### src/hdl/bmpenc_pkg.sv
// ----------------------------------------------------------------------------
// bmpenc_pkg - shared types and constants of the bmp stream encoder
// Register codes, pixel modes, bmp header constants and the command item
// that passes from the front end to the byte sequencer.
// ----------------------------------------------------------------------------
`default_nettype none

package bmpenc_pkg;

	localparam int MAX_DIMENSION_DEF = 4096;

	localparam int COMP_W      = 8;
	localparam int CFG_DIM_W   = 13;
	localparam int CFG_DATA_W  = 13;
	localparam int CFG_IDX_W   = 2;
	localparam int WORD_W      = 32;
	localparam int QUEUE_DEPTH = 4;

	localparam int HDR_BYTES      = 54;
	localparam int INFO_BYTES     = 40;
	localparam int BITS_PER_PIXEL = 24;

	localparam logic [COMP_W-1:0] BMP_MAGIC_B = 8'h42;
	localparam logic [COMP_W-1:0] BMP_MAGIC_M = 8'h4D;

	typedef enum logic [CFG_IDX_W-1:0] {
		REG_WIDTH  = 2'd0,
		REG_HEIGHT = 2'd1,
		REG_MODE   = 2'd2
	} cfg_reg_t;

	typedef enum logic [1:0] {
		MODE_RGB      = 2'd0,
		MODE_YUV420P  = 2'd1,
		MODE_YUVJ444P = 2'd2,
		MODE_NV12     = 2'd3
	} pixel_mode_t;

	typedef struct packed {
		logic              hdr;
		logic [WORD_W-1:0] file_size;
		logic [WORD_W-1:0] width_word;
		logic [WORD_W-1:0] height_word;
		logic [WORD_W-1:0] img_bytes;
		logic [COMP_W-1:0] blue;
		logic [COMP_W-1:0] green;
		logic [COMP_W-1:0] red;
		logic [1:0]        pad;
		logic              frame_done;
	} cmd_t;

endpackage

`default_nettype wire

### src/hdl/bmpenc_if.sv
// ----------------------------------------------------------------------------
// bmpenc_if - stream channels of the bmp stream encoder
// Pixel input, byte output and register write channels, each valid/ready.
// ----------------------------------------------------------------------------
`default_nettype none

interface bmpenc_pixel_if;
	logic                          valid;
	logic                          ready;
	logic [bmpenc_pkg::COMP_W-1:0] comp_a;
	logic [bmpenc_pkg::COMP_W-1:0] comp_b;
	logic [bmpenc_pkg::COMP_W-1:0] comp_c;

	modport source (output valid, output comp_a, output comp_b, output comp_c, input ready);
	modport sink (input valid, input comp_a, input comp_b, input comp_c, output ready);
endinterface

interface bmpenc_byte_if;
	logic                          valid;
	logic                          ready;
	logic [bmpenc_pkg::COMP_W-1:0] out_byte;
	logic                          run_last;
	logic                          frame_end;

	modport source (output valid, output out_byte, output run_last, output frame_end,
		input ready);
	modport sink (input valid, input out_byte, input run_last, input frame_end,
		output ready);
endinterface

interface bmpenc_cfg_if;
	logic                              valid;
	logic                              ready;
	logic [bmpenc_pkg::CFG_IDX_W-1:0]  index;
	logic [bmpenc_pkg::CFG_DATA_W-1:0] data;

	modport source (output valid, output index, output data, input ready);
	modport sink (input valid, input index, input data, output ready);
endinterface

`default_nettype wire

### src/hdl/yuv_to_rgb_bmp_stream_encoder_top.sv
// ----------------------------------------------------------------------------
// yuv_to_rgb_bmp_stream_encoder_top - 24-bit bmp stream encoder
// Turns a pixel stream into a bmp byte stream with optional yuv to rgb.
// ----------------------------------------------------------------------------
// pixel_in takes one pixel per item in bmp order, bottom row first, left to
// right. byte_out gives one byte of the file per item: 54 header bytes before
// the first pixel of a frame, then blue, green, red, then zero padding at the
// end of each row. run_last marks the end of a pixel's bytes and padding, frame_end the
// last byte of the file. cfg writes width (0), height (1) and pixel mode (2);
// it is always ready; the user must write it only while the encoder is idle,
// and the block itself does not enforce this. the first byte of a pixel passes
// both front-end stages, a queue entry, then the output register, and can stall.
// the output register emits one byte per cycle while byte_out.ready is high,
// so a pixel costs three bytes, plus its padding bytes and the 54-byte header run.
// the front end takes a pixel per cycle until the four-entry command queue
// and both front-end stages are full; then pixel_in.ready drops until the
// sequencer frees an entry.
// when byte_out.ready is low the output holds its byte and the queue backs up.
// reset sets width 1, height 1, rgb mode and starts a new file.
// ----------------------------------------------------------------------------
`default_nettype none

module yuv_to_rgb_bmp_stream_encoder_top #(
	parameter int MAX_DIMENSION = bmpenc_pkg::MAX_DIMENSION_DEF
) (
	input  wire           clk,
	input  wire           arst_n,
	bmpenc_pixel_if.sink  pixel_in,
	bmpenc_cfg_if.sink    cfg,
	bmpenc_byte_if.source byte_out
);

	bmpenc_pkg::cmd_t cmd;
	bmpenc_pkg::cmd_t head;
	logic             cmd_valid;
	logic             full;
	logic             empty;
	logic             pop;

	bmpenc_front #(
		.MAX_DIMENSION(MAX_DIMENSION)
	) u_front (
		.clk       (clk),
		.arst_n    (arst_n),
		.pixel_in  (pixel_in),
		.cfg       (cfg),
		.cmd       (cmd),
		.cmd_valid (cmd_valid),
		.cmd_ready (!full)
	);

	bmpenc_queue u_queue (
		.clk    (clk),
		.arst_n (arst_n),
		.push   (cmd_valid),
		.din    (cmd),
		.full   (full),
		.pop    (pop),
		.dout   (head),
		.empty  (empty)
	);

	bmpenc_back u_back (
		.clk      (clk),
		.arst_n   (arst_n),
		.head     (head),
		.empty    (empty),
		.pop      (pop),
		.byte_out (byte_out)
	);

endmodule

`default_nettype wire

### src/hdl/bmpenc_front.sv
// ----------------------------------------------------------------------------
// bmpenc_front - pixel front end of the bmp stream encoder
// Holds the registers, tracks row and column, decides header and padding
// per pixel and converts yuv to rgb in two stages before the queue.
// ----------------------------------------------------------------------------
`default_nettype none

module bmpenc_front #(
	parameter int MAX_DIMENSION = bmpenc_pkg::MAX_DIMENSION_DEF
) (
	input  wire                     clk,
	input  wire                     arst_n,
	bmpenc_pixel_if.sink            pixel_in,
	bmpenc_cfg_if.sink              cfg,
	output bmpenc_pkg::cmd_t        cmd,
	output logic                    cmd_valid,
	input  wire                     cmd_ready
);

	localparam int DIM_W  = $clog2(MAX_DIMENSION + 1);
	localparam int RB_W   = DIM_W + 2;
	localparam int IMG_W  = RB_W + DIM_W;
	localparam int C_W    = bmpenc_pkg::COMP_W;
	localparam int PROD_W = 26;
	localparam int SUM_W  = 27;

	localparam logic signed [PROD_W-1:0] K_RV = PROD_W'(91881);
	localparam logic signed [PROD_W-1:0] K_GU = PROD_W'(22553);
	localparam logic signed [PROD_W-1:0] K_GV = PROD_W'(46802);
	localparam logic signed [PROD_W-1:0] K_BU = PROD_W'(116130);

	function automatic logic [DIM_W-1:0] eff_dim(input logic [bmpenc_pkg::CFG_DIM_W-1:0] v);
		logic [DIM_W-1:0] r;
		if (v == '0) begin
			r = DIM_W'(1);
		end else if (32'(v) > 32'(MAX_DIMENSION)) begin
			r = DIM_W'(MAX_DIMENSION);
		end else begin
			r = DIM_W'(v);
		end
		return r;
	endfunction

	function automatic logic [C_W-1:0] clamp_q16(input logic signed [SUM_W-1:0] s);
		logic [C_W-1:0] r;
		if (s < 0) begin
			r = '0;
		end else if (s[SUM_W-1:16] > (SUM_W-16)'(255)) begin
			r = '1;
		end else begin
			r = s[23:16];
		end
		return r;
	endfunction

	// registers
	logic [bmpenc_pkg::CFG_DIM_W-1:0] width_q;
	logic [bmpenc_pkg::CFG_DIM_W-1:0] height_q;
	bmpenc_pkg::pixel_mode_t          mode_q;

	// frame position
	logic [DIM_W-1:0] col_q;
	logic [DIM_W-1:0] row_q;
	logic             header_sent_q;

	logic [DIM_W-1:0] w_eff;
	logic [DIM_W-1:0] h_eff;
	logic [DIM_W:0]   col_next;
	logic [DIM_W:0]   row_next;
	logic             row_end;
	logic             frame_done;
	logic [RB_W-1:0]  row_bytes;
	logic [IMG_W-1:0] img_full;
	logic             accept;
	logic             advance_s1;
	logic             advance_s2;

	logic signed [PROD_W-1:0] d_ext;
	logic signed [PROD_W-1:0] e_ext;

	// stage 1
	logic                     valid_s1;
	logic                     hdr_s1;
	logic                     done_s1;
	logic [1:0]               pad_s1;
	logic                     yuv_s1;
	logic [C_W-1:0]           a_s1;
	logic [C_W-1:0]           b_s1;
	logic [C_W-1:0]           c_s1;
	logic signed [PROD_W-1:0] prv_s1;
	logic signed [PROD_W-1:0] pgu_s1;
	logic signed [PROD_W-1:0] pgv_s1;
	logic signed [PROD_W-1:0] pbu_s1;
	logic [DIM_W-1:0]         w_s1;
	logic [DIM_W-1:0]         h_s1;
	logic [IMG_W-1:0]         img_s1;

	// stage 2
	logic                     valid_s2;
	bmpenc_pkg::cmd_t         cmd_s2;
	bmpenc_pkg::cmd_t         cmd_d;
	logic signed [SUM_W-1:0]  y_ext;
	logic signed [SUM_W-1:0]  sum_r;
	logic signed [SUM_W-1:0]  sum_g;
	logic signed [SUM_W-1:0]  sum_b;

	assign cfg.ready = 1'b1;

	always_ff @(posedge clk or negedge arst_n) begin
		if (!arst_n) begin
			width_q  <= bmpenc_pkg::CFG_DIM_W'(1);
			height_q <= bmpenc_pkg::CFG_DIM_W'(1);
			mode_q   <= bmpenc_pkg::MODE_RGB;
		end else if (cfg.valid) begin
			unique case (cfg.index)
				bmpenc_pkg::REG_WIDTH: begin
					width_q <= cfg.data[bmpenc_pkg::CFG_DIM_W-1:0];
				end
				bmpenc_pkg::REG_HEIGHT: begin
					height_q <= cfg.data[bmpenc_pkg::CFG_DIM_W-1:0];
				end
				bmpenc_pkg::REG_MODE: begin
					mode_q <= bmpenc_pkg::pixel_mode_t'(cfg.data[1:0]);
				end
				default: begin
				end
			endcase
		end
	end

	assign advance_s2 = !valid_s2 || cmd_ready;
	assign advance_s1 = !valid_s1 || advance_s2;
	assign pixel_in.ready = advance_s1;
	assign accept = pixel_in.valid && advance_s1;

	assign w_eff      = eff_dim(width_q);
	assign h_eff      = eff_dim(height_q);
	assign col_next   = {1'b0, col_q} + (DIM_W+1)'(1);
	assign row_next   = {1'b0, row_q} + (DIM_W+1)'(1);
	assign row_end    = col_next >= {1'b0, w_eff};
	assign frame_done = row_end && (row_next >= {1'b0, h_eff});

	// row stride is 3*width rounded up to four bytes
	assign row_bytes = (RB_W'({w_eff, 1'b0}) + RB_W'(w_eff) + RB_W'(3)) & ~RB_W'(3);
	assign img_full  = IMG_W'(row_bytes) * IMG_W'(h_eff);

	// chroma minus 128 is the byte with its top bit flipped, as signed
	assign d_ext = PROD_W'(signed'({~pixel_in.comp_b[C_W-1], pixel_in.comp_b[C_W-2:0]}));
	assign e_ext = PROD_W'(signed'({~pixel_in.comp_c[C_W-1], pixel_in.comp_c[C_W-2:0]}));

	always_ff @(posedge clk or negedge arst_n) begin
		if (!arst_n) begin
			col_q         <= '0;
			row_q         <= '0;
			header_sent_q <= 1'b0;
		end else if (accept) begin
			header_sent_q <= !frame_done;
			if (row_end) begin
				col_q <= '0;
				row_q <= frame_done ? '0 : row_next[DIM_W-1:0];
			end else begin
				col_q <= col_next[DIM_W-1:0];
			end
		end
	end

	always_ff @(posedge clk or negedge arst_n) begin
		if (!arst_n) begin
			valid_s1 <= 1'b0;
		end else if (advance_s1) begin
			valid_s1 <= accept;
		end
	end

	always_ff @(posedge clk) begin
		if (accept) begin
			hdr_s1 <= !header_sent_q;
			done_s1 <= frame_done;
			// padding bytes per row equal width mod 4
			pad_s1 <= row_end ? w_eff[1:0] : 2'd0;
			yuv_s1 <= mode_q != bmpenc_pkg::MODE_RGB;
			a_s1   <= pixel_in.comp_a;
			b_s1   <= pixel_in.comp_b;
			c_s1   <= pixel_in.comp_c;
			prv_s1 <= K_RV * e_ext;
			pgu_s1 <= K_GU * d_ext;
			pgv_s1 <= K_GV * e_ext;
			pbu_s1 <= K_BU * d_ext;
			w_s1   <= w_eff;
			h_s1   <= h_eff;
			img_s1 <= img_full;
		end
	end

	assign y_ext = signed'(SUM_W'({a_s1, 16'h0000}));
	assign sum_r = y_ext + SUM_W'(prv_s1);
	assign sum_g = y_ext - SUM_W'(pgu_s1) - SUM_W'(pgv_s1);
	assign sum_b = y_ext + SUM_W'(pbu_s1);

	always_comb begin
		cmd_d             = '0;
		cmd_d.hdr         = hdr_s1;
		cmd_d.img_bytes   = bmpenc_pkg::WORD_W'(img_s1);
		cmd_d.file_size   = bmpenc_pkg::WORD_W'(img_s1) +
			bmpenc_pkg::WORD_W'(bmpenc_pkg::HDR_BYTES);
		cmd_d.width_word  = bmpenc_pkg::WORD_W'(w_s1);
		cmd_d.height_word = bmpenc_pkg::WORD_W'(h_s1);
		cmd_d.red         = yuv_s1 ? clamp_q16(sum_r) : a_s1;
		cmd_d.green       = yuv_s1 ? clamp_q16(sum_g) : b_s1;
		cmd_d.blue        = yuv_s1 ? clamp_q16(sum_b) : c_s1;
		cmd_d.pad         = pad_s1;
		cmd_d.frame_done  = done_s1;
	end

	always_ff @(posedge clk or negedge arst_n) begin
		if (!arst_n) begin
			valid_s2 <= 1'b0;
		end else if (advance_s2) begin
			valid_s2 <= valid_s1;
		end
	end

	always_ff @(posedge clk) begin
		if (advance_s2 && valid_s1) begin
			cmd_s2 <= cmd_d;
		end
	end

	assign cmd       = cmd_s2;
	assign cmd_valid = valid_s2;

endmodule

`default_nettype wire

### src/hdl/bmpenc_queue.sv
// ----------------------------------------------------------------------------
// bmpenc_queue - command queue between front end and byte sequencer
// Small first-in first-out store of pixel commands in flip-flops.
// ----------------------------------------------------------------------------
`default_nettype none

module bmpenc_queue (
	input  wire                   clk,
	input  wire                   arst_n,
	input  wire                   push,
	input  wire bmpenc_pkg::cmd_t din,
	output logic                  full,
	input  wire                   pop,
	output bmpenc_pkg::cmd_t      dout,
	output logic                  empty
);

	localparam int DEPTH = bmpenc_pkg::QUEUE_DEPTH;
	localparam int PTR_W = $clog2(DEPTH);
	localparam int CNT_W = $clog2(DEPTH + 1);

	bmpenc_pkg::cmd_t   entries_q [DEPTH];
	logic [PTR_W-1:0]   wr_ptr_q;
	logic [PTR_W-1:0]   rd_ptr_q;
	logic [CNT_W-1:0]   count_q;
	logic               do_push;
	logic               do_pop;

	assign full    = count_q == CNT_W'(DEPTH);
	assign empty   = count_q == '0;
	assign do_push = push && !full;
	assign do_pop  = pop && !empty;
	assign dout    = entries_q[rd_ptr_q];

	always_ff @(posedge clk or negedge arst_n) begin
		if (!arst_n) begin
			wr_ptr_q <= '0;
			rd_ptr_q <= '0;
			count_q  <= '0;
		end else begin
			if (do_push) begin
				wr_ptr_q <= (wr_ptr_q == PTR_W'(DEPTH - 1)) ? '0 : wr_ptr_q + PTR_W'(1);
			end
			if (do_pop) begin
				rd_ptr_q <= (rd_ptr_q == PTR_W'(DEPTH - 1)) ? '0 : rd_ptr_q + PTR_W'(1);
			end
			if (do_push && !do_pop) begin
				count_q <= count_q + CNT_W'(1);
			end else if (do_pop && !do_push) begin
				count_q <= count_q - CNT_W'(1);
			end
		end
	end

	always_ff @(posedge clk) begin
		if (do_push) begin
			entries_q[wr_ptr_q] <= din;
		end
	end

endmodule

`default_nettype wire

### src/hdl/bmpenc_back.sv
// ----------------------------------------------------------------------------
// bmpenc_back - byte sequencer of the bmp stream encoder
// Walks each queued command through its header (if flagged), pixel and padding
// bytes, one byte per cycle while the output is not stalled, into a registered output.
// ----------------------------------------------------------------------------
`default_nettype none

module bmpenc_back (
	input  wire                   clk,
	input  wire                   arst_n,
	input  wire bmpenc_pkg::cmd_t head,
	input  wire                   empty,
	output logic                  pop,
	bmpenc_byte_if.source         byte_out
);

	localparam int POS_W   = 6;
	localparam int C_W     = bmpenc_pkg::COMP_W;
	localparam logic [POS_W-1:0] POS_BLUE  = POS_W'(bmpenc_pkg::HDR_BYTES);
	localparam logic [POS_W-1:0] POS_GREEN = POS_W'(bmpenc_pkg::HDR_BYTES + 1);
	localparam logic [POS_W-1:0] POS_RED   = POS_W'(bmpenc_pkg::HDR_BYTES + 2);

	function automatic logic [C_W-1:0] hdr_byte(input logic [POS_W-1:0] idx,
		input bmpenc_pkg::cmd_t c);
		logic [C_W-1:0] r;
		unique case (idx)
			6'd0:    r = bmpenc_pkg::BMP_MAGIC_B;
			6'd1:    r = bmpenc_pkg::BMP_MAGIC_M;
			6'd2:    r = c.file_size[7:0];
			6'd3:    r = c.file_size[15:8];
			6'd4:    r = c.file_size[23:16];
			6'd5:    r = c.file_size[31:24];
			6'd10:   r = C_W'(bmpenc_pkg::HDR_BYTES);
			6'd14:   r = C_W'(bmpenc_pkg::INFO_BYTES);
			6'd18:   r = c.width_word[7:0];
			6'd19:   r = c.width_word[15:8];
			6'd20:   r = c.width_word[23:16];
			6'd21:   r = c.width_word[31:24];
			6'd22:   r = c.height_word[7:0];
			6'd23:   r = c.height_word[15:8];
			6'd24:   r = c.height_word[23:16];
			6'd25:   r = c.height_word[31:24];
			6'd26:   r = C_W'(1);
			6'd28:   r = C_W'(bmpenc_pkg::BITS_PER_PIXEL);
			6'd34:   r = c.img_bytes[7:0];
			6'd35:   r = c.img_bytes[15:8];
			6'd36:   r = c.img_bytes[23:16];
			6'd37:   r = c.img_bytes[31:24];
			default: r = '0;
		endcase
		return r;
	endfunction

	logic [POS_W-1:0] pos_q;
	logic             started_q;
	logic [POS_W-1:0] pos;
	logic             last;
	logic             emit;
	logic [C_W-1:0]   byte_d;

	logic             out_valid_q;
	logic [C_W-1:0]   out_byte_q;
	logic             run_last_q;
	logic             frame_end_q;

	// a command without header starts at its first pixel byte
	assign pos  = started_q ? pos_q : (head.hdr ? '0 : POS_BLUE);
	assign last = pos == (POS_RED + POS_W'(head.pad));
	assign emit = !empty && (!out_valid_q || byte_out.ready);
	assign pop  = emit && last;

	always_comb begin
		priority if (pos < POS_BLUE) begin
			byte_d = hdr_byte(pos, head);
		end else if (pos == POS_BLUE) begin
			byte_d = head.blue;
		end else if (pos == POS_GREEN) begin
			byte_d = head.green;
		end else if (pos == POS_RED) begin
			byte_d = head.red;
		end else begin
			byte_d = '0;
		end
	end

	always_ff @(posedge clk or negedge arst_n) begin
		if (!arst_n) begin
			started_q   <= 1'b0;
			pos_q       <= '0;
			out_valid_q <= 1'b0;
		end else begin
			if (emit) begin
				started_q   <= !last;
				pos_q       <= pos + POS_W'(1);
				out_valid_q <= 1'b1;
			end else if (byte_out.ready) begin
				out_valid_q <= 1'b0;
			end
		end
	end

	always_ff @(posedge clk) begin
		if (emit) begin
			out_byte_q  <= byte_d;
			run_last_q  <= last;
			frame_end_q <= last && head.frame_done;
		end
	end

	assign byte_out.valid     = out_valid_q;
	assign byte_out.out_byte  = out_byte_q;
	assign byte_out.run_last  = run_last_q;
	assign byte_out.frame_end = frame_end_q;

endmodule

`default_nettype wire

### src/flat_wrapper.sv
// flat-port wrapper written by rule: the top's interface ports become plain ports
module yuv_to_rgb_bmp_stream_encoder_top_flat 
#(
	parameter int MAX_DIMENSION = bmpenc_pkg::MAX_DIMENSION_DEF
)
  (clk, arst_n, pixel_in_valid, pixel_in_comp_a, pixel_in_comp_b, pixel_in_comp_c, pixel_in_ready, cfg_valid, cfg_index, cfg_data, cfg_ready, byte_out_valid, byte_out_out_byte, byte_out_run_last, byte_out_frame_end, byte_out_ready);
  bmpenc_pixel_if pixel_in_i ();
  bmpenc_cfg_if cfg_i ();
  bmpenc_byte_if byte_out_i ();
  input  wire clk;
  input  wire arst_n;
  input wire logic [$bits(pixel_in_i.valid)-1:0] pixel_in_valid;
  input wire logic [$bits(pixel_in_i.comp_a)-1:0] pixel_in_comp_a;
  input wire logic [$bits(pixel_in_i.comp_b)-1:0] pixel_in_comp_b;
  input wire logic [$bits(pixel_in_i.comp_c)-1:0] pixel_in_comp_c;
  output wire logic [$bits(pixel_in_i.ready)-1:0] pixel_in_ready;
  input wire logic [$bits(cfg_i.valid)-1:0] cfg_valid;
  input wire logic [$bits(cfg_i.index)-1:0] cfg_index;
  input wire logic [$bits(cfg_i.data)-1:0] cfg_data;
  output wire logic [$bits(cfg_i.ready)-1:0] cfg_ready;
  output wire logic [$bits(byte_out_i.valid)-1:0] byte_out_valid;
  output wire logic [$bits(byte_out_i.out_byte)-1:0] byte_out_out_byte;
  output wire logic [$bits(byte_out_i.run_last)-1:0] byte_out_run_last;
  output wire logic [$bits(byte_out_i.frame_end)-1:0] byte_out_frame_end;
  input wire logic [$bits(byte_out_i.ready)-1:0] byte_out_ready;
  assign pixel_in_i.valid = pixel_in_valid;
  assign pixel_in_i.comp_a = pixel_in_comp_a;
  assign pixel_in_i.comp_b = pixel_in_comp_b;
  assign pixel_in_i.comp_c = pixel_in_comp_c;
  assign pixel_in_ready = pixel_in_i.ready;
  assign cfg_i.valid = cfg_valid;
  assign cfg_i.index = cfg_index;
  assign cfg_i.data = cfg_data;
  assign cfg_ready = cfg_i.ready;
  assign byte_out_valid = byte_out_i.valid;
  assign byte_out_out_byte = byte_out_i.out_byte;
  assign byte_out_run_last = byte_out_i.run_last;
  assign byte_out_frame_end = byte_out_i.frame_end;
  assign byte_out_i.ready = byte_out_ready;
  yuv_to_rgb_bmp_stream_encoder_top #(.MAX_DIMENSION(MAX_DIMENSION)) u_core (.clk(clk), .arst_n(arst_n), .pixel_in(pixel_in_i), .cfg(cfg_i), .byte_out(byte_out_i));
endmodule
### config.mk
export PLATFORM = sky130hd
export DESIGN_NAME = yuv_to_rgb_bmp_stream_encoder_top_flat
export DESIGN_NICKNAME = d
export VERILOG_FILES = /design/src/hdl/bmpenc_pkg.sv /design/src/hdl/bmpenc_if.sv /design/src/hdl/yuv_to_rgb_bmp_stream_encoder_top.sv /design/src/hdl/bmpenc_front.sv /design/src/hdl/bmpenc_queue.sv /design/src/hdl/bmpenc_back.sv /design/src/flat_wrapper.sv
export SDC_FILE = /design/constraint.sdc
export NUM_CORES = 2
export LEC_CHECK = 0
export BUFFER_PORTS_ARGS = -buffer_cell sky130_fd_sc_hd__buf_2
export CORE_ASPECT_RATIO = 2
export CORE_UTILIZATION = 37
export CTS_BUF_LIST = sky130_fd_sc_hd__clkbuf_4 sky130_fd_sc_hd__clkbuf_8
export CTS_CLUSTER_DIAMETER = 60
export DETAILED_ROUTE_END_ITERATION = 12
export GPL_TIMING_DRIVEN = 1
export SYNTH_ARGS = -nofsm -noshare
export SYNTH_HDL_FRONTEND = slang
export SYNTH_SLANG_ARGS = --single-unit
### constraint.sdc
create_clock -name clk -period 9.4 [get_ports clk]
set_input_delay 1.41 -clock clk [delete_from_list [all_inputs] [get_ports clk]]
set_output_delay 1.41 -clock clk [all_outputs]
set_load 0.02 [all_outputs]
# ---- Word level (Yosys, flattened, before mapping)
# Memory sizes are Yosys's and may differ from the RTL's.
# Cells that the tools add are included.
dict set report op_classes {
  n_addsub 15
  n_mul 5
  order_cmp 11
  n_eq_ne 30
  muxes 30
  bitwise_logic 2
  reduce_logical 35
}
# operator count
set op_table {}
lappend op_table {{$pmux W8 S22} 1}
lappend op_table {{$mux W8} 13}
lappend op_table {{$lt A27 B1 Y1 const B} 3}
lappend op_table {{$mux W13} 6}
lappend op_table {{$eq A6 B5 Y1 const B} 10}
lappend op_table {{$add A25 B26 Y27} 2}
lappend op_table {{$mul A16 B8 Y24 const A} 2}
lappend op_table {{$eq A6 B6 Y1 const B} 7}
lappend op_table {{$gt A11 B8 Y1 const B} 3}
lappend op_table {{$add A28 B6 Y29 const B} 1}
lappend op_table {{$add A13 B1 Y14 const B} 2}
lappend op_table {{$ge A14 B13 Y1} 2}
lappend op_table {{$sub A26 B25 Y27} 1}
lappend op_table {{$gt A13 B13 Y1 const B} 2}
lappend op_table {{$logic_not A13 Y1} 2}
lappend op_table {{$mul A13 B13 Y26} 1}
lappend op_table {{$mul A18 B8 Y26 const A} 1}
lappend op_table {{$sub A25 B24 Y26} 1}
lappend op_table {{$mul A17 B8 Y25 const A} 1}
lappend op_table {{$add A14 B13 Y15} 1}
lappend op_table {{$add A15 B2 Y15 const B} 1}
lappend op_table {{$eq A6 B2 Y1 const B} 2}
lappend op_table {{$eq A6 B3 Y1 const B} 2}
lappend op_table {{$eq A6 B4 Y1 const B} 2}
lappend op_table {{24 further kinds} 59}
dict set report totals {
  reg_bits 374
  mem_bits_rw 448
  input_bits 44
  output_inout_bits 13
  elab_cells 170
  mem_count 1
}
# memory words width rd rd_clocked_by_memory_dff wr line
set memory_table {}
lappend memory_table {u_core.u_queue.entries_q 4 112 1 0 1 bmpenc_queue.sv:22} ;# bmpenc_pkg::cmd_t entries_q [DEPTH];

# ---- Logic depth before layout (Yosys ltp)
# An unclocked memory read counts as a cell.
dict set report logic_depth {
  ltp_word 9
  ltp_mapped 32
}

# ---- Modules after synthesis
# A second synthesis with hierarchy kept.
dict set report unflattened {
  hier_cells 3653
  hier_area_um2 51988.6
}
# module instances cells_per_inst area_per_inst_um2 seq_area_each_um2
set modules_own_cells {}
lappend modules_own_cells {bmpenc_front 1 2475 26539.2 8936.1}
lappend modules_own_cells {bmpenc_queue 1 852 22957.0 18913.1}
lappend modules_own_cells {bmpenc_back 1 325 2488.6 500.5}
lappend modules_own_cells {yuv_to_rgb_bmp_stream_encoder_top 1 1 3.8 0.0}

# ---- Worst setup path before layout
# No wires, ideal clock.
dict set report synth_path {
  kind {register -> register}
  start {reg u_core.u_front.width_q[12] in the netlist's numbering}
  end {reg u_core.u_front.img_s1[27], data pin}
  setup_time_ns 0.260
  t_arrival_ns 7.323
  required_ns 9.140
  path_slack_ns 1.818
  stages_incl_launch_ff 31
  path_buffers 1
  period_less_slack_ns 7.582
  cell_sequence {dfrtp_1 -> inv_1 -> clkbuf_1 -> nand2_1 -> inv_1 -> ha_1 -> ha_1 -> a31o_2 -> a21oi_2 -> o21a_1 -> o311ai_1 -> a21oi_2 -> xnor2_1 -> nand2_1 -> fa_1 -> inv_1 -> fa_1 -> fa_1 -> fa_1 -> inv_1 -> fa_1 -> inv_1 -> ha_1 -> and2_1 -> or2_1 -> a21o_1 -> a21o_1 -> o41ai_2 -> o2111ai_1 -> a21oi_1 -> xnor2_1}
}
dict set report synth_via {
  elab_chain_cells 6
}
# element line
set synth_lines {}
lappend synth_lines {{start, declared} bmpenc_front.sv:57} ;# logic [bmpenc_pkg::CFG_DIM_W-1:0] width_q;
lappend synth_lines {{start signal, assigned} bmpenc_front.sv:111} ;# width_q <= bmpenc_pkg::CFG_DIM_W'(1);
lappend synth_lines {{start signal, assigned} bmpenc_front.sv:117} ;# width_q <= cfg.data[bmpenc_pkg::CFG_DIM_W-1:0];
lappend synth_lines {{$gt A13 B13 Y1} bmpenc_front.sv:36} ;# end else if (32'(v) > 32'(MAX_DIMENSION)) begin
lappend synth_lines {{$mux W13} bmpenc_front.sv:36}
lappend synth_lines {{$mux W13 (*)} bmpenc_front.sv:34} ;# if (v == '0) begin
lappend synth_lines {{via u_core.u_front.w_eff[3]} bmpenc_front.sv:66} ;# logic [DIM_W-1:0] w_eff;
lappend synth_lines {{$add A14 B13 Y15 (*)} bmpenc_front.sv:144} ;# assign row_bytes = (RB_W'({w_eff, 1'b0}) + RB_W'(w_eff) + RB_W'(3)) & ~RB_W'(3);
lappend synth_lines {{$add A15 B2 Y15 (*)} bmpenc_front.sv:144}
lappend synth_lines {{$mul A13 B13 Y26 (*)} bmpenc_front.sv:145} ;# assign img_full = IMG_W'(row_bytes) * IMG_W'(h_eff);
lappend synth_lines {{via u_core.u_front.img_full[27]} bmpenc_front.sv:73} ;# logic [IMG_W-1:0] img_full;
lappend synth_lines {{end signal, assigned} bmpenc_front.sv:191} ;# img_s1 <= img_full;
lappend synth_lines {{end, declared} bmpenc_front.sv:96} ;# logic [IMG_W-1:0] img_s1;
# The timed path passes the listed nets; every way through them passes the cells marked *.
# A chain may end at the register's enable or synchronous reset.

# ---- Worst setup path after layout
# Same ends and word-level chain as after synthesis.

==> run_summary.xml <==
<?xml version="1.0" encoding="UTF-8"?>
<metrics>
  <group name="status">
    <metric name="status" unit="">finished, violations left</metric>
    <metric name="failed_checks" unit="">design-rule violations</metric>
  </group>
  <group name="grt">
    <metric name="grt_max_degree" unit="">85</metric>
    <metric name="first_global_vias" unit="">28192</metric>
    <metric name="grt_pass1_wl" unit="mm">163</metric>
    <metric name="grt_use_total" unit="%">18.0</metric>
    <metric name="globalRouteOverflowTotal" unit="">0</metric>
    <metric name="grt_antenna_before_repair" unit="">2</metric>
  </group>
  <group name="critical_path">
    <metric name="path_buf_inv" unit="">5</metric>
    <metric name="critical_path_arrival" unit="ps">9130</metric>
    <metric name="timing.critical_path.to_type" unit="">flip-flop</metric>
    <metric name="path_depth" unit="">30</metric>
    <metric name="worst_reg2reg_path_length_in_cells" unit="">30</metric>
    <metric name="critPathKind" unit="">flip-flop to flip-flop</metric>
    <metric name="critical_path_peak_fanout" unit="">13</metric>
    <metric name="cpMaxStageDelayCell" unit="">sky130_fd_sc_hd__xnor2_1</metric>
    <metric name="crit_path_start_kind" unit="">flip-flop</metric>
    <metric name="worst_path_dominant_cell_family" unit="">adder cells</metric>
    <metric name="critical_path_required" unit="ps">9910</metric>
    <metric name="slowest_delay" unit="ps">650</metric>
  </group>
  <group name="final_layout">
    <metric name="finalCoreUtilization" unit="%">41.0</metric>
    <metric name="fill_cells" unit="">11053</metric>
    <metric name="drive_above_1_share" unit="%">11.9</metric>
    <metric name="finish.instance_area" unit="µm²">48700</metric>
    <metric name="design.final.nets" unit="">4152</metric>
    <metric name="area.growth.synth_to_final" unit="%">9.83</metric>
  </group>
  <group name="synthesis">
    <metric name="synthArstFlopShare" unit="%">9.47</metric>
    <metric name="netlist.top_cell.by_area" unit="">sky130_fd_sc_hd__edfxtp_1</metric>
    <metric name="post_synth.cell_area_avg" unit="µm²">13.2</metric>
    <metric name="most_common_flop_cell_mapped_by_yosys" unit="">sky130_fd_sc_hd__edfxtp_1</metric>
    <metric name="synthesis.yosys.warnings" unit="">0</metric>
    <metric name="muxShareOfSynthArea" unit="%">6.46</metric>
    <metric name="synth_area_leaders" unit="">sky130_fd_sc_hd__edfxtp_1 (47%), sky130_fd_sc_hd__ha_1 (11%), sky130_fd_sc_hd__fa_1 (10%), sky130_fd_sc_hd__mux4_2 (4.9%), sky130_fd_sc_hd__inv_1 (4.1%)</metric>
    <metric name="synthAdderAreaFrac" unit="%">21.0</metric>
    <metric name="mappedNetlistArea" unit="µm²">44400</metric>
    <metric name="synth-edff-count" unit="">688</metric>
    <metric name="yosysUniqueCellTypes" unit="">87</metric>
    <metric name="synthesis.nets" unit="">4026</metric>
    <metric name="synth_top_family_by_area" unit="">adder cells</metric>
    <metric name="synth-seq-area-share" unit="%">50.6</metric>
    <metric name="synthesis.instances" unit="">3373</metric>
    <metric name="synth_most_common_cell" unit="">sky130_fd_sc_hd__edfxtp_1</metric>
    <metric name="synth_compound_area_share" unit="%">6.98</metric>
    <metric name="synth_xor_area_share" unit="%">3.04</metric>
    <metric name="yosys_register_bits" unit="">760</metric>
    <metric name="synthSimpleGateAreaFrac" unit="%">7.02</metric>
    <metric name="top_cells_by_count_synth" unit="">sky130_fd_sc_hd__edfxtp_1 (688), sky130_fd_sc_hd__inv_1 (486), sky130_fd_sc_hd__ha_1 (383), sky130_fd_sc_hd__fa_1 (226), sky130_fd_sc_hd__nor2_1 (217)</metric>
    <metric name="synth.top_cell.area_share" unit="%">46.6</metric>
  </group>
  <group name="power">
    <metric name="pwr-share-clk" unit="%">14.9</metric>
    <metric name="power_switching" unit="mW">7.38</metric>
    <metric name="total_power" unit="mW">17.7</metric>
    <metric name="cellLeakagePower" unit="nW">19.9</metric>
    <metric name="power_switching_share" unit="%">41.6</metric>
    <metric name="vdd.ir_drop.worst" unit="V">0.000370</metric>
    <metric name="share_seq_of_total_power" unit="%">33.1</metric>
    <metric name="combinationalPowerShare" unit="%">52.0</metric>
    <metric name="intPower" unit="mW">10.4</metric>
    <metric name="p_per_area" unit="nW/µm²">364</metric>
  </group>
  <group name="drt">
    <metric name="drtIter0Drc" unit="">1254</metric>
    <metric name="detail_route.wirelength" unit="mm">107</metric>
    <metric name="wire_per_inst" unit="µm">20.9</metric>
    <metric name="drtPass1Iterations" unit="">9</metric>
    <metric name="drc" unit="">7</metric>
    <metric name="vias_post_dr" unit="">26231</metric>
    <metric name="detail_route.vias_per_cell" unit="">5.12</metric>
    <metric name="antenna_violating_nets_post_route" unit="">0</metric>
  </group>
  <group name="timing">
    <metric name="tightestPinTransition" unit="ps">1130</metric>
    <metric name="slew_headroom" unit="%">24.3</metric>
    <metric name="setup_violations" unit="">0</metric>
    <metric name="timing.clock.skew" unit="ps">37.6</metric>
    <metric name="final-max-slew-violation-count" unit="">0</metric>
    <metric name="layout_min_cycle_time" unit="ps">8620</metric>
    <metric name="final_hold_violation_count" unit="">0</metric>
    <metric name="timing.final.crit_share" unit="%">91.7</metric>
    <metric name="tns" unit="ps">0</metric>
    <metric name="setup_repair_after_global_routing_missed_its_margin" unit="">no</metric>
    <metric name="achievable-frequency" unit="MHz">116</metric>
  </group>
  <group name="place">
    <metric name="globalplace.congestion" unit="">0.911</metric>
    <metric name="dp.final_hpwl" unit="mm">80.7</metric>
    <metric name="io_buffers" unit="">55</metric>
    <metric name="placed_area" unit="µm²">46600</metric>
  </group>
  <group name="clocking">
    <metric name="clock_sink_count" unit="">760</metric>
    <metric name="cts_setup_buffers" unit="">0</metric>
    <metric name="cts.clk_slew.worst_paths" unit="ps">70</metric>
    <metric name="number_of_clock_buffers_inserted_by_tritoncts" unit="">106</metric>
    <metric name="postCtsResizedCells" unit="">0</metric>
    <metric name="clock_latency" unit="ps">790</metric>
    <metric name="tritoncts" unit="">yes</metric>
    <metric name="cts_root_buffer" unit="">sky130_fd_sc_hd__clkbuf_8</metric>
    <metric name="htreeDepth" unit="">3</metric>
    <metric name="cts_buffer_depth" unit="">3</metric>
    <metric name="ctsHoldBuffers" unit="">0</metric>
  </group>
  <group name="hold_path">
    <metric name="hold-path-cell-count" unit="">0</metric>
    <metric name="worst_hold_path_type" unit="">flip-flop to flip-flop</metric>
  </group>
  <group name="flow_run">
    <metric name="maxCapViolCount" unit="">0</metric>
  </group>
  <group name="floorplan">
    <metric name="die_width" unit="µm">247</metric>
    <metric name="initial_utilization" unit="%">37.3</metric>
    <metric name="core.rowCount" unit="">179</metric>
    <metric name="core-area" unit="µm²">119000</metric>
    <metric name="dieArea" unit="µm²">121000</metric>
    <metric name="ioPinCount" unit="">57</metric>
    <metric name="fp.dieH" unit="µm">492</metric>
  </group>
</metrics>
==> sequential cells by signal, indices dropped and copies added, names as in the netlist, 10 cells and up <==
signal / flops
u_core.u_front.col_q: 13
u_core.u_front.cmd: 107
u_core.u_front.width_q: 13
u_core.u_front.pgv_s1: 17
u_core.u_front.row_q: 13
u_core.u_front.prv_s1: 14
u_core.u_front.height_q: 13
u_core.u_front.h_s1: 13
u_core.u_front.pgu_s1: 21
u_core.u_queue.entries_q: 428
u_core.u_front.pbu_s1: 10
u_core.u_front.img_s1: 26
u_core.u_front.w_s1: 13
==> area by class of cell <==
class	instances	area (µm²)	area share [%]
Tap cell	1538	1920	3.95
Timing Repair Buffer	89	546	1.12
Sequential cell	760	22500	46.1
Multi-Input combinational cell	2049	19800	40.6
Clock inverter	59	487	0.999
Inverter	493	1860	3.81
Antenna cell	1	2.50	0.00514
Clock buffer	131	1670	3.42
==> stage by stage <==
step	setup slack, ps	cells	hold slack [ps]
floorplan	1820	3373	400
finish	777	5120	423
global route	351	5120	433
detailed placement	803	4929	405
global placement	924	4929	401
CTS	746	5119	418
==> metal layers <==
layer,part of all wire (%),track usage (%),vias up
met1,35,18.4,13211
met3,2.8,2.44,241
li1,-,-,12303
met4,5.9,10.3,2
met2,56,34.4,474
met5,0.013,0,-
==> cell usage in the layout (no fill, tap or decap), types with 40 or more instances in the layout <==
cell	instances
sky130_fd_sc_hd__edfxtp_1	688
sky130_fd_sc_hd__inv_1	485
sky130_fd_sc_hd__ha_1	383
sky130_fd_sc_hd__fa_1	226
sky130_fd_sc_hd__nor2_1	217
sky130_fd_sc_hd__nand2_1	202
sky130_fd_sc_hd__xnor2_1	112
sky130_fd_sc_hd__clkbuf_8	109
sky130_fd_sc_hd__a21oi_1	99
sky130_fd_sc_hd__mux4_2	97
sky130_fd_sc_hd__o21ai_0	83
sky130_fd_sc_hd__dfrtp_1	68
sky130_fd_sc_hd__buf_2	54
sky130_fd_sc_hd__a21o_1	45
sky130_fd_sc_hd__nor3_1	42
sky130_fd_sc_hd__xor2_1	40
==> kinds of logic (layout without fill, tap and decap cells) <==
kind of cell,after synthesis,count (layout)
adders and majority gates,609,609
xor gates and xnor gates,153,153
buffers and inverters,564,772
other,1,2
muxes,161,161
and+or+nand+nor,674,674
AOI/OAI and AO/OA,451,451
DFF,760,760
==> path summary, 6_finish.rpt <==
path                            slack, ps                          to                       start
worst max register to register        780   u_core.u_front.img_s1[27]  u_core.u_front.width_q[12]
max in group asynchronous            7840  u_core.u_front.height_q[1]                      arst_n
worst min register to register        420      u_core.u_front.cmd[70]     u_core.u_front.h_s1[11]
worst min-delay path                  420      u_core.u_front.cmd[70]     u_core.u_front.h_s1[11]
min in group asynchronous             500     u_core.u_back.started_q                      arst_n
worst max-delay path                  780   u_core.u_front.img_s1[27]  u_core.u_front.width_q[12]
==> worst register-to-register path: cells and delay by family, from the launching register on <==
family          cells  cell delay (ps)
fa+ha+maj           8             3480
compound gates      9             1940
simple gates        6             1130
flops               1              470
xor+xnor            2              720
buf+inv             5              610
==> power by group through the flow <==
stage          registers, mW  logic [mW]  clock network (mW)
2_1_floorplan           5.71        6.91                   0
3_3_place_gp            5.90        9.29                   0
3_5_place_dp            5.95        9.36                   0
4_1_cts                 5.88        9.42                2.72
5_1_grt                 5.98        10.4                2.85
6_report                5.87        9.23                2.64
Power figures use the tool's default switching activity.
